===== src/rtl/rtc_bcd_date_to_epoch_seconds_top_defines.svh =====
// Assertion macros of the calendar-to-epoch converter, used by rbde_queue.
// Needs clk and rst_n in the scope where a macro is used.
`ifndef RTC_BCD_DATE_TO_EPOCH_SECONDS_TOP_DEFINES_SVH
`define RTC_BCD_DATE_TO_EPOCH_SECONDS_TOP_DEFINES_SVH

// same-cycle implication, off while in reset
`define RBDE_ASSERT_IMP(lbl, ante, cons) \
  lbl: assert property (@(posedge clk) disable iff (!rst_n) (ante) |-> (cons)) \
    else $error("rbde assertion failed");

// next-cycle implication, off while in reset
`define RBDE_ASSERT_NXT(lbl, ante, cons) \
  lbl: assert property (@(posedge clk) disable iff (!rst_n) (ante) |=> (cons)) \
    else $error("rbde assertion failed");

`endif


===== src/rtl/rbde_pkg.sv =====
// Shared types and constants of the calendar-to-epoch converter.
// No dependencies.
package rbde_pkg;

  localparam int unsigned DEC_W  = 8;   // decoded BCD byte, 0..165
  localparam int unsigned YEAR_W = 15;  // century * 100 + year, up to 16665
  localparam int unsigned PAST_W = 4;   // past months, 0..12

  typedef struct packed {
    logic [DEC_W-1:0]  sec;
    logic [DEC_W-1:0]  min;
    logic [DEC_W-1:0]  hr;
    logic [DEC_W-1:0]  day;
    logic [PAST_W-1:0] past;
    logic [YEAR_W-1:0] year;
  } rbde_item_t;

  localparam logic [YEAR_W-1:0] EPOCH_YEAR = 15'd1970;
  localparam logic [PAST_W-1:0] MAX_PAST   = 4'd12;

endpackage


===== src/rtl/rbde_if.sv =====
// Valid/ready channel interfaces of the calendar-to-epoch converter.
// No dependencies.
interface rbde_in_if;
  logic       valid;
  logic       ready;
  logic [7:0] seconds_bcd;
  logic [7:0] minutes_bcd;
  logic [7:0] hours_bcd;
  logic [7:0] day_bcd;
  logic [7:0] month_bcd;
  logic [7:0] year_bcd;
  logic [7:0] century_bcd;

  modport source (
    output valid, seconds_bcd, minutes_bcd, hours_bcd, day_bcd, month_bcd,
           year_bcd, century_bcd,
    input  ready
  );
  modport sink (
    input  valid, seconds_bcd, minutes_bcd, hours_bcd, day_bcd, month_bcd,
           year_bcd, century_bcd,
    output ready
  );
endinterface

interface rbde_out_if;
  logic        valid;
  logic        ready;
  logic [63:0] epoch_seconds;

  modport source (output valid, epoch_seconds, input ready);
  modport sink (input valid, epoch_seconds, output ready);
endinterface


===== src/rtl/rbde_front.sv =====
// Front end: takes raw clock register bytes, decodes BCD, forms the full year
// and the clamped past-month count. Depends on rbde_pkg and rbde_in_if.
module rbde_front
  import rbde_pkg::*;
(
  input  logic       clk,
  input  logic       rst_n,
  rbde_in_if.sink    in_chan,
  output logic       push_valid_o,
  input  logic       push_ready_i,
  output rbde_item_t push_item_o
);

  function automatic logic [DEC_W-1:0] bcd_dec(input logic [7:0] b);
    bcd_dec = DEC_W'(b[3:0]) + DEC_W'(b[7:4]) * 8'd10;
  endfunction

  logic             v_r;
  logic             en;
  rbde_item_t       item_r;
  rbde_item_t       item_nxt;
  logic [DEC_W-1:0] mon;
  logic [DEC_W-1:0] yr;
  logic [DEC_W-1:0] cen;

  assign en            = !v_r || push_ready_i;
  assign in_chan.ready = en;
  assign push_valid_o  = v_r;
  assign push_item_o   = item_r;

  always_comb begin
    mon           = bcd_dec(in_chan.month_bcd);
    yr            = bcd_dec(in_chan.year_bcd);
    cen           = bcd_dec(in_chan.century_bcd);
    item_nxt.sec  = bcd_dec(in_chan.seconds_bcd);
    item_nxt.min  = bcd_dec(in_chan.minutes_bcd);
    item_nxt.hr   = bcd_dec(in_chan.hours_bcd);
    item_nxt.day  = bcd_dec(in_chan.day_bcd);
    item_nxt.year = YEAR_W'(cen) * 15'd100 + YEAR_W'(yr);
    if (mon == '0) begin
      item_nxt.past = '0;
    end else if (mon inside {[8'd14:8'd255]}) begin
      item_nxt.past = MAX_PAST;
    end else begin
      item_nxt.past = PAST_W'(mon - 8'd1);
    end
  end

  always_ff @(posedge clk) begin
    if (!rst_n) begin
      v_r <= 1'b0;
    end else if (en) begin
      v_r <= in_chan.valid;
    end
  end

  always_ff @(posedge clk) begin
    if (en) begin
      item_r <= item_nxt;
    end
  end

endmodule


===== src/rtl/rbde_queue.sv =====
// Short FIFO between the front end and the arithmetic back end.
// Depends on rbde_pkg and the assertion macros header.
`include "rtc_bcd_date_to_epoch_seconds_top_defines.svh"
module rbde_queue
  import rbde_pkg::*;
#(
  parameter int unsigned DEPTH = 4
) (
  input  logic       clk,
  input  logic       rst_n,
  input  logic       push_valid_i,
  output logic       push_ready_o,
  input  rbde_item_t push_item_i,
  output logic       pop_valid_o,
  input  logic       pop_ready_i,
  output rbde_item_t pop_item_o
);

  localparam int unsigned IDX_W = $clog2(DEPTH);
  localparam int unsigned CNT_W = $clog2(DEPTH + 1);

  rbde_item_t       mem_r [DEPTH];
  logic [IDX_W-1:0] wr_ptr_r;
  logic [IDX_W-1:0] wr_ptr_nxt;
  logic [IDX_W-1:0] rd_ptr_r;
  logic [IDX_W-1:0] rd_ptr_nxt;
  logic [CNT_W-1:0] cnt_r;
  logic [CNT_W-1:0] cnt_nxt;
  logic             push;
  logic             pop;

  assign push_ready_o = cnt_r != CNT_W'(DEPTH);
  assign pop_valid_o  = cnt_r != '0;
  assign push         = push_valid_i && push_ready_o;
  assign pop          = pop_valid_o && pop_ready_i;
  assign pop_item_o   = mem_r[rd_ptr_r];

  always_comb begin
    wr_ptr_nxt = wr_ptr_r;
    rd_ptr_nxt = rd_ptr_r;
    cnt_nxt    = cnt_r;
    if (push) begin
      wr_ptr_nxt = (wr_ptr_r == IDX_W'(DEPTH - 1)) ? '0 : wr_ptr_r + 1'b1;
    end
    if (pop) begin
      rd_ptr_nxt = (rd_ptr_r == IDX_W'(DEPTH - 1)) ? '0 : rd_ptr_r + 1'b1;
    end
    if (push && !pop) begin
      cnt_nxt = cnt_r + 1'b1;
    end else if (pop && !push) begin
      cnt_nxt = cnt_r - 1'b1;
    end
  end

  always_ff @(posedge clk) begin
    if (!rst_n) begin
      wr_ptr_r <= '0;
      rd_ptr_r <= '0;
      cnt_r    <= '0;
    end else begin
      wr_ptr_r <= wr_ptr_nxt;
      rd_ptr_r <= rd_ptr_nxt;
      cnt_r    <= cnt_nxt;
    end
  end

  always_ff @(posedge clk) begin
    if (push) begin
      mem_r[wr_ptr_r] <= push_item_i;
    end
  end

  `RBDE_ASSERT_IMP(a_cnt_bound, 1'b1, cnt_r <= CNT_W'(DEPTH))
  `RBDE_ASSERT_NXT(a_cnt_up, push && !pop, cnt_r == $past(cnt_r) + 1'b1)
  `RBDE_ASSERT_NXT(a_cnt_down, pop && !push, cnt_r == $past(cnt_r) - 1'b1)

endmodule


===== src/rtl/rbde_back.sv =====
// Back end: five-stage elastic pipeline from year, month, day and time of day
// to seconds since the epoch. Depends on rbde_pkg and rbde_out_if.
module rbde_back
  import rbde_pkg::*;
(
  input  logic       clk,
  input  logic       rst_n,
  input  logic       in_valid_i,
  output logic       in_ready_o,
  input  rbde_item_t in_item_i,
  rbde_out_if.source out_chan
);

  // x / 25 for x below 4167 as (x * 1311) >> 15
  localparam logic [10:0] RECIP25       = 11'd1311;
  localparam int unsigned RECIP_SHIFT   = 15;
  localparam logic [12:0] LEAPS_TO_1969 = 13'd477;
  localparam logic signed [17:0] SECS_PER_DAY = 18'sd86400;
  localparam logic [8:0] CUM_DAYS [13] = '{
    9'd0, 9'd31, 9'd59, 9'd90, 9'd120, 9'd151, 9'd181, 9'd212, 9'd243,
    9'd273, 9'd304, 9'd334, 9'd365
  };

  logic en1, en2, en3, en4, en5;
  logic b1_v_r, b2_v_r, b3_v_r, b4_v_r, out_v_r;

  // stage 1
  logic [YEAR_W-1:0] b1_year_r;
  logic [12:0]       b1_q4_r, b1_yq4_r;
  logic [23:0]       b1_qprod_r, b1_yprod_r;
  logic [8:0]        b1_cum_r;
  logic [PAST_W-1:0] b1_past_r;
  logic [DEC_W-1:0]  b1_day_r, b1_sec_r, b1_min_r, b1_hr_r;
  logic [12:0]       q4_nxt, yq4_nxt;

  // stage 2
  logic [22:0] b2_ydays_r, ydays_nxt;
  logic [8:0]  b2_mdays_r, mdays_nxt;
  logic [7:0]  b2_day_r;
  logic [19:0] b2_tsec_r, tsec_nxt;
  logic [8:0]  q100, yq100;
  logic [12:0] leaps;
  logic [12:0] ymod25;
  logic        leap;
  logic [22:0] ybase;

  // stages 3 to 5
  logic signed [23:0] b3_days_r, days_nxt;
  logic [19:0]        b3_tsec_r, b4_tsec_r;
  logic signed [41:0] b4_prod_r;
  logic [63:0]        out_sec_r;

  assign en5        = !out_v_r || out_chan.ready;
  assign en4        = !b4_v_r || en5;
  assign en3        = !b3_v_r || en4;
  assign en2        = !b2_v_r || en3;
  assign en1        = !b1_v_r || en2;
  assign in_ready_o = en1;

  assign out_chan.valid         = out_v_r;
  assign out_chan.epoch_seconds = out_sec_r;

  always_comb begin
    q4_nxt  = 13'((in_item_i.year - 15'd1) >> 2);
    yq4_nxt = 13'(in_item_i.year >> 2);
  end

  always_comb begin
    q100   = b1_qprod_r[RECIP_SHIFT +: 9];
    yq100  = b1_yprod_r[RECIP_SHIFT +: 9];
    leaps  = b1_q4_r - {4'b0, q100} + {6'b0, q100[8:2]} - LEAPS_TO_1969;
    ymod25 = b1_yq4_r - {4'b0, yq100} * 13'd25;
    leap   = (b1_year_r[1:0] == 2'b00) && ((ymod25 != '0) || (yq100[1:0] == 2'b00));
    ybase  = 23'(b1_year_r - EPOCH_YEAR) * 23'd365;
    ydays_nxt = (b1_year_r > EPOCH_YEAR) ? ybase + {10'b0, leaps} : '0;
    mdays_nxt = b1_cum_r + {8'b0, leap && (b1_past_r >= 4'd2)};
    tsec_nxt  = 20'(b1_hr_r) * 20'd3600 + 20'(b1_min_r) * 20'd60 + 20'(b1_sec_r);
  end

  assign days_nxt = $signed({1'b0, b2_ydays_r}) + $signed({15'b0, b2_mdays_r})
                  + $signed({16'b0, b2_day_r}) - 24'sd1;

  always_ff @(posedge clk) begin
    if (!rst_n) begin
      b1_v_r  <= 1'b0;
      b2_v_r  <= 1'b0;
      b3_v_r  <= 1'b0;
      b4_v_r  <= 1'b0;
      out_v_r <= 1'b0;
    end else begin
      if (en1) begin
        b1_v_r <= in_valid_i;
      end
      if (en2) begin
        b2_v_r <= b1_v_r;
      end
      if (en3) begin
        b3_v_r <= b2_v_r;
      end
      if (en4) begin
        b4_v_r <= b3_v_r;
      end
      if (en5) begin
        out_v_r <= b4_v_r;
      end
    end
  end

  always_ff @(posedge clk) begin
    if (en1) begin
      b1_year_r  <= in_item_i.year;
      b1_q4_r    <= q4_nxt;
      b1_yq4_r   <= yq4_nxt;
      b1_qprod_r <= 24'(q4_nxt) * 24'(RECIP25);
      b1_yprod_r <= 24'(yq4_nxt) * 24'(RECIP25);
      b1_cum_r   <= CUM_DAYS[in_item_i.past];
      b1_past_r  <= in_item_i.past;
      b1_day_r   <= in_item_i.day;
      b1_sec_r   <= in_item_i.sec;
      b1_min_r   <= in_item_i.min;
      b1_hr_r    <= in_item_i.hr;
    end
    if (en2) begin
      b2_ydays_r <= ydays_nxt;
      b2_mdays_r <= mdays_nxt;
      b2_day_r   <= b1_day_r;
      b2_tsec_r  <= tsec_nxt;
    end
    if (en3) begin
      b3_days_r <= days_nxt;
      b3_tsec_r <= b2_tsec_r;
    end
    if (en4) begin
      b4_prod_r <= b3_days_r * SECS_PER_DAY;
      b4_tsec_r <= b3_tsec_r;
    end
    if (en5) begin
      out_sec_r <= {{22{b4_prod_r[41]}}, b4_prod_r} + {44'b0, b4_tsec_r};
    end
  end

endmodule


===== src/rtl/rtc_bcd_date_to_epoch_seconds_top.sv =====
// Path of an item: front register, queue, four arithmetic stages, output
// register. Throughput: one item per cycle while results are taken; the
// queue and every stage are elastic. Stalls on the result side back up
// through the stages into the queue.
// Reset (synchronous, active low) empties the queue and all stages.
module rtc_bcd_date_to_epoch_seconds_top
  import rbde_pkg::*;
#(
  parameter int unsigned QUEUE_DEPTH = 4
) (
  input  logic        clk,
  input  logic        rst_n,
  rbde_in_if.sink     in_chan,
  rbde_out_if.source  out_chan
);

  logic       f_valid, f_ready;
  rbde_item_t f_item;
  logic       q_valid, q_ready;
  rbde_item_t q_item;

  rbde_front u_front (
    .clk          (clk),
    .rst_n        (rst_n),
    .in_chan      (in_chan),
    .push_valid_o (f_valid),
    .push_ready_i (f_ready),
    .push_item_o  (f_item)
  );

  rbde_queue #(
    .DEPTH (QUEUE_DEPTH)
  ) u_queue (
    .clk          (clk),
    .rst_n        (rst_n),
    .push_valid_i (f_valid),
    .push_ready_o (f_ready),
    .push_item_i  (f_item),
    .pop_valid_o  (q_valid),
    .pop_ready_i  (q_ready),
    .pop_item_o   (q_item)
  );

  rbde_back u_back (
    .clk        (clk),
    .rst_n      (rst_n),
    .in_valid_i (q_valid),
    .in_ready_o (q_ready),
    .in_item_i  (q_item),
    .out_chan   (out_chan)
  );

endmodule


===== src/flat_wrapper.sv =====
// flat-port wrapper written by rule: the top's interface ports become plain ports
module rtc_bcd_date_to_epoch_seconds_top_flat import rbde_pkg::*;
#(
  parameter int unsigned QUEUE_DEPTH = 4
)
  (clk, rst_n, in_chan_valid, in_chan_seconds_bcd, in_chan_minutes_bcd, in_chan_hours_bcd, in_chan_day_bcd, in_chan_month_bcd, in_chan_year_bcd, in_chan_century_bcd, in_chan_ready, out_chan_valid, out_chan_epoch_seconds, out_chan_ready);
  rbde_in_if in_chan_i ();
  rbde_out_if out_chan_i ();
  input  logic clk;
  input  logic rst_n;
  input wire logic [$bits(in_chan_i.valid)-1:0] in_chan_valid;
  input wire logic [$bits(in_chan_i.seconds_bcd)-1:0] in_chan_seconds_bcd;
  input wire logic [$bits(in_chan_i.minutes_bcd)-1:0] in_chan_minutes_bcd;
  input wire logic [$bits(in_chan_i.hours_bcd)-1:0] in_chan_hours_bcd;
  input wire logic [$bits(in_chan_i.day_bcd)-1:0] in_chan_day_bcd;
  input wire logic [$bits(in_chan_i.month_bcd)-1:0] in_chan_month_bcd;
  input wire logic [$bits(in_chan_i.year_bcd)-1:0] in_chan_year_bcd;
  input wire logic [$bits(in_chan_i.century_bcd)-1:0] in_chan_century_bcd;
  output wire logic [$bits(in_chan_i.ready)-1:0] in_chan_ready;
  output wire logic [$bits(out_chan_i.valid)-1:0] out_chan_valid;
  output wire logic [$bits(out_chan_i.epoch_seconds)-1:0] out_chan_epoch_seconds;
  input wire logic [$bits(out_chan_i.ready)-1:0] out_chan_ready;
  assign in_chan_i.valid = in_chan_valid;
  assign in_chan_i.seconds_bcd = in_chan_seconds_bcd;
  assign in_chan_i.minutes_bcd = in_chan_minutes_bcd;
  assign in_chan_i.hours_bcd = in_chan_hours_bcd;
  assign in_chan_i.day_bcd = in_chan_day_bcd;
  assign in_chan_i.month_bcd = in_chan_month_bcd;
  assign in_chan_i.year_bcd = in_chan_year_bcd;
  assign in_chan_i.century_bcd = in_chan_century_bcd;
  assign in_chan_ready = in_chan_i.ready;
  assign out_chan_valid = out_chan_i.valid;
  assign out_chan_epoch_seconds = out_chan_i.epoch_seconds;
  assign out_chan_i.ready = out_chan_ready;
  rtc_bcd_date_to_epoch_seconds_top #(.QUEUE_DEPTH(QUEUE_DEPTH)) u_core (.clk(clk), .rst_n(rst_n), .in_chan(in_chan_i), .out_chan(out_chan_i));
endmodule

===== config.mk =====
export PLATFORM = sky130hd
export DESIGN_NAME = rtc_bcd_date_to_epoch_seconds_top_flat
export DESIGN_NICKNAME = d
export VERILOG_FILES = /design/src/rtl/rbde_pkg.sv /design/src/rtl/rbde_if.sv /design/src/rtl/rbde_front.sv /design/src/rtl/rbde_queue.sv /design/src/rtl/rbde_back.sv /design/src/rtl/rtc_bcd_date_to_epoch_seconds_top.sv /design/src/flat_wrapper.sv
export VERILOG_INCLUDE_DIRS = /design/src /design/src/rtl
export SDC_FILE = /design/constraint.sdc
export NUM_CORES = 2
export LEC_CHECK = 0
export BUFFER_PORTS_ARGS = -buffer_cell sky130_fd_sc_hd__buf_2
export CAP_MARGIN = 20
export CORE_ASPECT_RATIO = 1.1
export CORE_UTILIZATION = 30
export DETAILED_ROUTE_END_ITERATION = 6
export PLACE_DENSITY = 0.49
export SLEW_MARGIN = 20
export SYNTH_ARGS = -nofsm -noshare
export SYNTH_HDL_FRONTEND = slang
export SYNTH_SLANG_ARGS = --single-unit
export TNS_END_PERCENT = 5

===== constraint.sdc =====
create_clock -name clk -period 11.06 [get_ports clk]
set_clock_uncertainty 0.1 [all_clocks]
set_input_delay 1.106 -clock clk [delete_from_list [all_inputs] [get_ports clk]]
set_output_delay 1.106 -clock clk [all_outputs]
set_load 0.05 [all_outputs]

==> results <==
- The worst setup path is captured at a register.
- The placement row count is ~140.
- The first routing iteration left 853 violations.
- The CTS buffer count is 69.
- On the final layout, the worst hold slack is 0.3157 ns.
- The total detailed-routing wirelength is 80.39 mm.
- The via count of the routed design is 23960.
- The number of antenna violations at the first check in global routing was 2.
- The die area is ~140000 sq um.
- TritonCTS built the clock tree.
- The number of detailed-routing iterations run before antenna repair is 4.
- In this run the standard cell core region covers 140200 sq um.
- After detailed placement, the total cell area comes to ~45000 sq um.
- The total setup buffers inserted after CTS is 0.
- The number of filler cells placed in the layout is about 14000.
- The worst register-to-register path ends at u_core.u_back.b1_qprod_r[22]$_DFFE_PN_.
- The hold path startpoint is u_core.u_back.b3_tsec_r[13]$_DFFE_PP_.
- The class of the tightest hold or removal check is register to register.
- For this run, design rule violations remaining after detail routing come to 0.
- Synthesis instantiated 73 different standard cells from the library.
- The kind of start point of the critical path is a register.
- The post-synthesis net count is roughly 4500.
- The initial cell density of the core is 30.29%.
- Clock-pin slew was measured on the worst setup and hold paths at about 0.06 ns.
- The sequential fraction of the synthesis area is roughly two fifths.
- The average instance area after synthesis is between 10 and 15 sq um.
- The first-pass GRT wire length is between 100 and 150 mm.
- The floorplan step set the die height to a little under 400 um.
- For this run the aggregate overflow at the end of global routing stands at 0.
- Gates resized during post-CTS repair numbered 0.
- After detailed routing, the number of vias per cell comes to between 4 and 5.
- Summing all non-filler instances in the final layout gives an area of 47650 sq um.
- The die outline width is 360.7 um.
- The pin count of the biggest net entering global routing is 77.
- The signed area change from the synthesized netlist to the final layout is 12.21%.
- The sequential cells in the finished layout cover a total of roughly 17000 sq um.
- By area the synthesized netlist is led by edfxtp_1 (39%), ha_1 (20%), fa_1 (14%).
- The repair_antennas step left the layout with diodes totalling 0.
- The net count reported at finish is ~4700.
- The slew at the pin with the worst max-slew slack is ~0.96 ns.
- Once detail routing completed, the nets flagged for antenna violations numbered 0.
- For flop-to-flop paths, the worst setup slack is ~2.7 ns.
- Dividing the detail-routed wire length by the instance count gives ~15 um.
- The data arrival time of the critical path is 8.70 ns.
- By count the netlist is led by inv_1 (701), ha_1 (681), edfxtp_1 (547).
- The clock net sink count is 562.
- The worst slew margin relative to its limit is between 30 and 40%.
- The leading cell type by number of instances after synthesis is inv_1.
- The count of pins on the block boundary is ~130.
- The congestion estimate from routability-driven global placement came to approximately 0.78.
- Max-cap violations in this run came to 0.
- The worst hold path passes through 0 cells.
- The predominant post-synthesis flop cell is edfxtp_1.
- The number of hold buffers added after CTS was 0.
- The end point of the most critical hold path is u_core.u_back.b4_tsec_r[13]$_DFFE_PP_.
- At the later pin of the worst-skew pair, clock insertion delay measures between 0.6 and 0.7 ns.
- Global routing used a little under an eighth of the available tracks across all layers.
- The clock tree root driver cell is clkbuf_16.
- In this run, synthesis produced a sequential element count of between 500 and 600.
- The worst register-to-register path has a depth of 26.
- After synthesis the cells add up to approximately 42000 sq um.
- The flow ran to the end, and the final reports show no timing, DRC or antenna violations.
- The type of the setup path with the least slack is register to register.
- The multi-input combinational cell area is ~23000 sq um.
- Counting flops with a built-in enable in the synthesized netlist gives between 500 and 600.
- The gate count of the mapped netlist is ~3400.
- The wire-length estimate of the detail-placed layout is 63.29 mm.
- The largest fanout on the critical path is between 50 and 60.
- In the synthesized netlist the async set-or-reset flop fraction comes to 0%.
- The final worst-path cycle share is 75.99%.
- The portion of synthesized cell area occupied by the leading cell type is between 30% and 40%.
- Setup repair after global routing left no endpoint under its margin.
- The number of global-route vias before repair is ~25000.
- The endpoint required time on the critical path is approximately 11 ns.
- The upper clock frequency limit is roughly 120 MHz.
- Buffers placed on the I/O ports in this run total approximately 130.
- The count of final max-slew check failures is 0.
- The number of warning messages in the yosys log is 0.
- The maximum buffer depth of the clock tree is 3.
- The fraction of layout cells with a size suffix above 1 is around 9.0%.
- The count of endpoints failing hold in the final timing report is 0.
- Setup violations remaining at the end of the flow were counted as 0.
- The cell type with the largest total area after synthesis is edfxtp_1.
- After routing, the total negative slack on setup checks comes to 0 ns.
- The H-tree generated during clock tree synthesis spans 3 levels.
- The minimum clock period is about 8.4 ns.
==> how the worst max path moves through the flow <==
stage                     slack (ns)                                     end  cells past startpoint
after floorplan                 2.96  u_core.u_back.b1_qprod_r[22]$_DFFE_PN_                     29
after global placement          2.56  u_core.u_back.b1_qprod_r[22]$_DFFE_PN_                     23
after detailed placement        2.49  u_core.u_back.b1_qprod_r[22]$_DFFE_PN_                     23
after CTS                       2.50  u_core.u_back.b1_qprod_r[22]$_DFFE_PN_                     23
after global routing            2.04  u_core.u_back.b1_qprod_r[22]$_DFFE_PN_                     23
final                           2.66  u_core.u_back.b1_qprod_r[22]$_DFFE_PN_                     26
==> cell families (layout without fill, tap and decap cells) <==
group	count (synthesis)	count (layout)	share of synthesized area, %
AO/OA/AOI/OAI	438	438	6.612
AND/OR/NAND/NOR	398	398	4.653
buffers and inverters	750	968	6.848
adder cells (fa/ha/maj)	979	979	34.12
multiplexers	62	62	2.964
XOR/XNOR	260	260	5.416
flip-flops	562	562	39.39
==> metrics by stage <==
stage                     util, %  setup WS [ns]  std cells
after floorplan                 -          2.963       3449
after global placement      32.27          2.558       5366
after detailed placement    32.27          2.490       5366
after CTS                   33.97          2.499       5490
after global routing        33.99          2.041       5492
final                       33.99          2.656       5492
==> layout make-up <==
| type | count | area share (%) |
|---|---|---|
| well taps | 1825 | 4.792 |
| clock buffers | 87 | 3.915 |
| multi-input cells | 2137 | 47.95 |
| flip-flops and latches | 562 | 35.12 |
| repair buffers | 141 | 1.607 |
| clock inverters | 37 | 1.074 |
| inverters | 703 | 5.541 |
==> state kept, by name (all words and copies together) (netlist names), 8 cells and up, named ones only <==
register and cells:
u_core.u_queue.mem_r 204, u_core.u_front.push_item_o 51, u_core.u_back.out_chan.epoch_seconds 43, u_core.u_back.b4_prod_r 35
u_core.u_back.b3_days_r 24, u_core.u_back.b2_ydays_r 23, u_core.u_back.b2_tsec_r 20, u_core.u_back.b3_tsec_r 20
u_core.u_back.b4_tsec_r 20, u_core.u_back.b1_year_r 15, u_core.u_back.b1_q4_r 13, u_core.u_back.b1_cum_r 9
u_core.u_back.b1_qprod_r 9, u_core.u_back.b1_yprod_r 9, u_core.u_back.b2_mdays_r 9, u_core.u_back.b1_day_r 8
u_core.u_back.b1_hr_r 8, u_core.u_back.b1_min_r 8, u_core.u_back.b1_sec_r 8, u_core.u_back.b2_day_r 8
==> per-layer routing <==
layer	vias to the layer above	GRT usage [%]	part of all wire [%]
met1	11520	14.72	46
li1	12100	-	-
met3	95	1.727	2.5
met2	240	20.55	49
met4	0	2.910	2.0
met5	-	0	0
==> worst max-delay path, cell delays in order (launching register included) <==
cell,delay (ns)
dfxtp_4,0.88
mux4_2,0.53
inv_1,0.28
ha_1,0.21
o21ai_1,0.10
nand2_1,0.10
nand2_2,0.09
a21boi_4,0.20
nand3_1,0.12
xnor2_1,0.76
inv_1,0.26
fa_1,0.58
inv_1,0.04
ha_1,0.30
fa_1,0.48
fa_1,0.55
inv_1,0.06
fa_1,0.53
inv_1,0.04
ha_1,0.18
a21o_1,0.20
a2111o_1,0.41
o221ai_1,0.33
o21ai_0,0.22
or2_2,0.33
a21oi_1,0.18
xnor2_1,0.07
==> cells in the final DEF (no fill, tap or decap), drive strengths merged, types with 7 or more instances in the layout <==
cell and count:
o21bai 35, and2 15, buf 141, dfxtp 15
nand4 19, nor3b 8, nand2b 16, bufinv 8
nand2 82, xor2 67, nand3 39, inv 703
nor3 31, a21oi 153, ha 681, or3 7
and3 13, clkinv 25, xnor2 193, o21a 23
nor2b 38, nor2 107, mux4 51, o211ai 8
mux2i 11, edfxtp 547, a211oi 11, clkbuf 87
a21o 63, nor4 9, a31oi 10, a21boi 13
fa 298, o22ai 7, o21ai 69
Power is not shown: default switching activity piles up to over one toggle a cycle in this logic, so the estimate is an artifact.
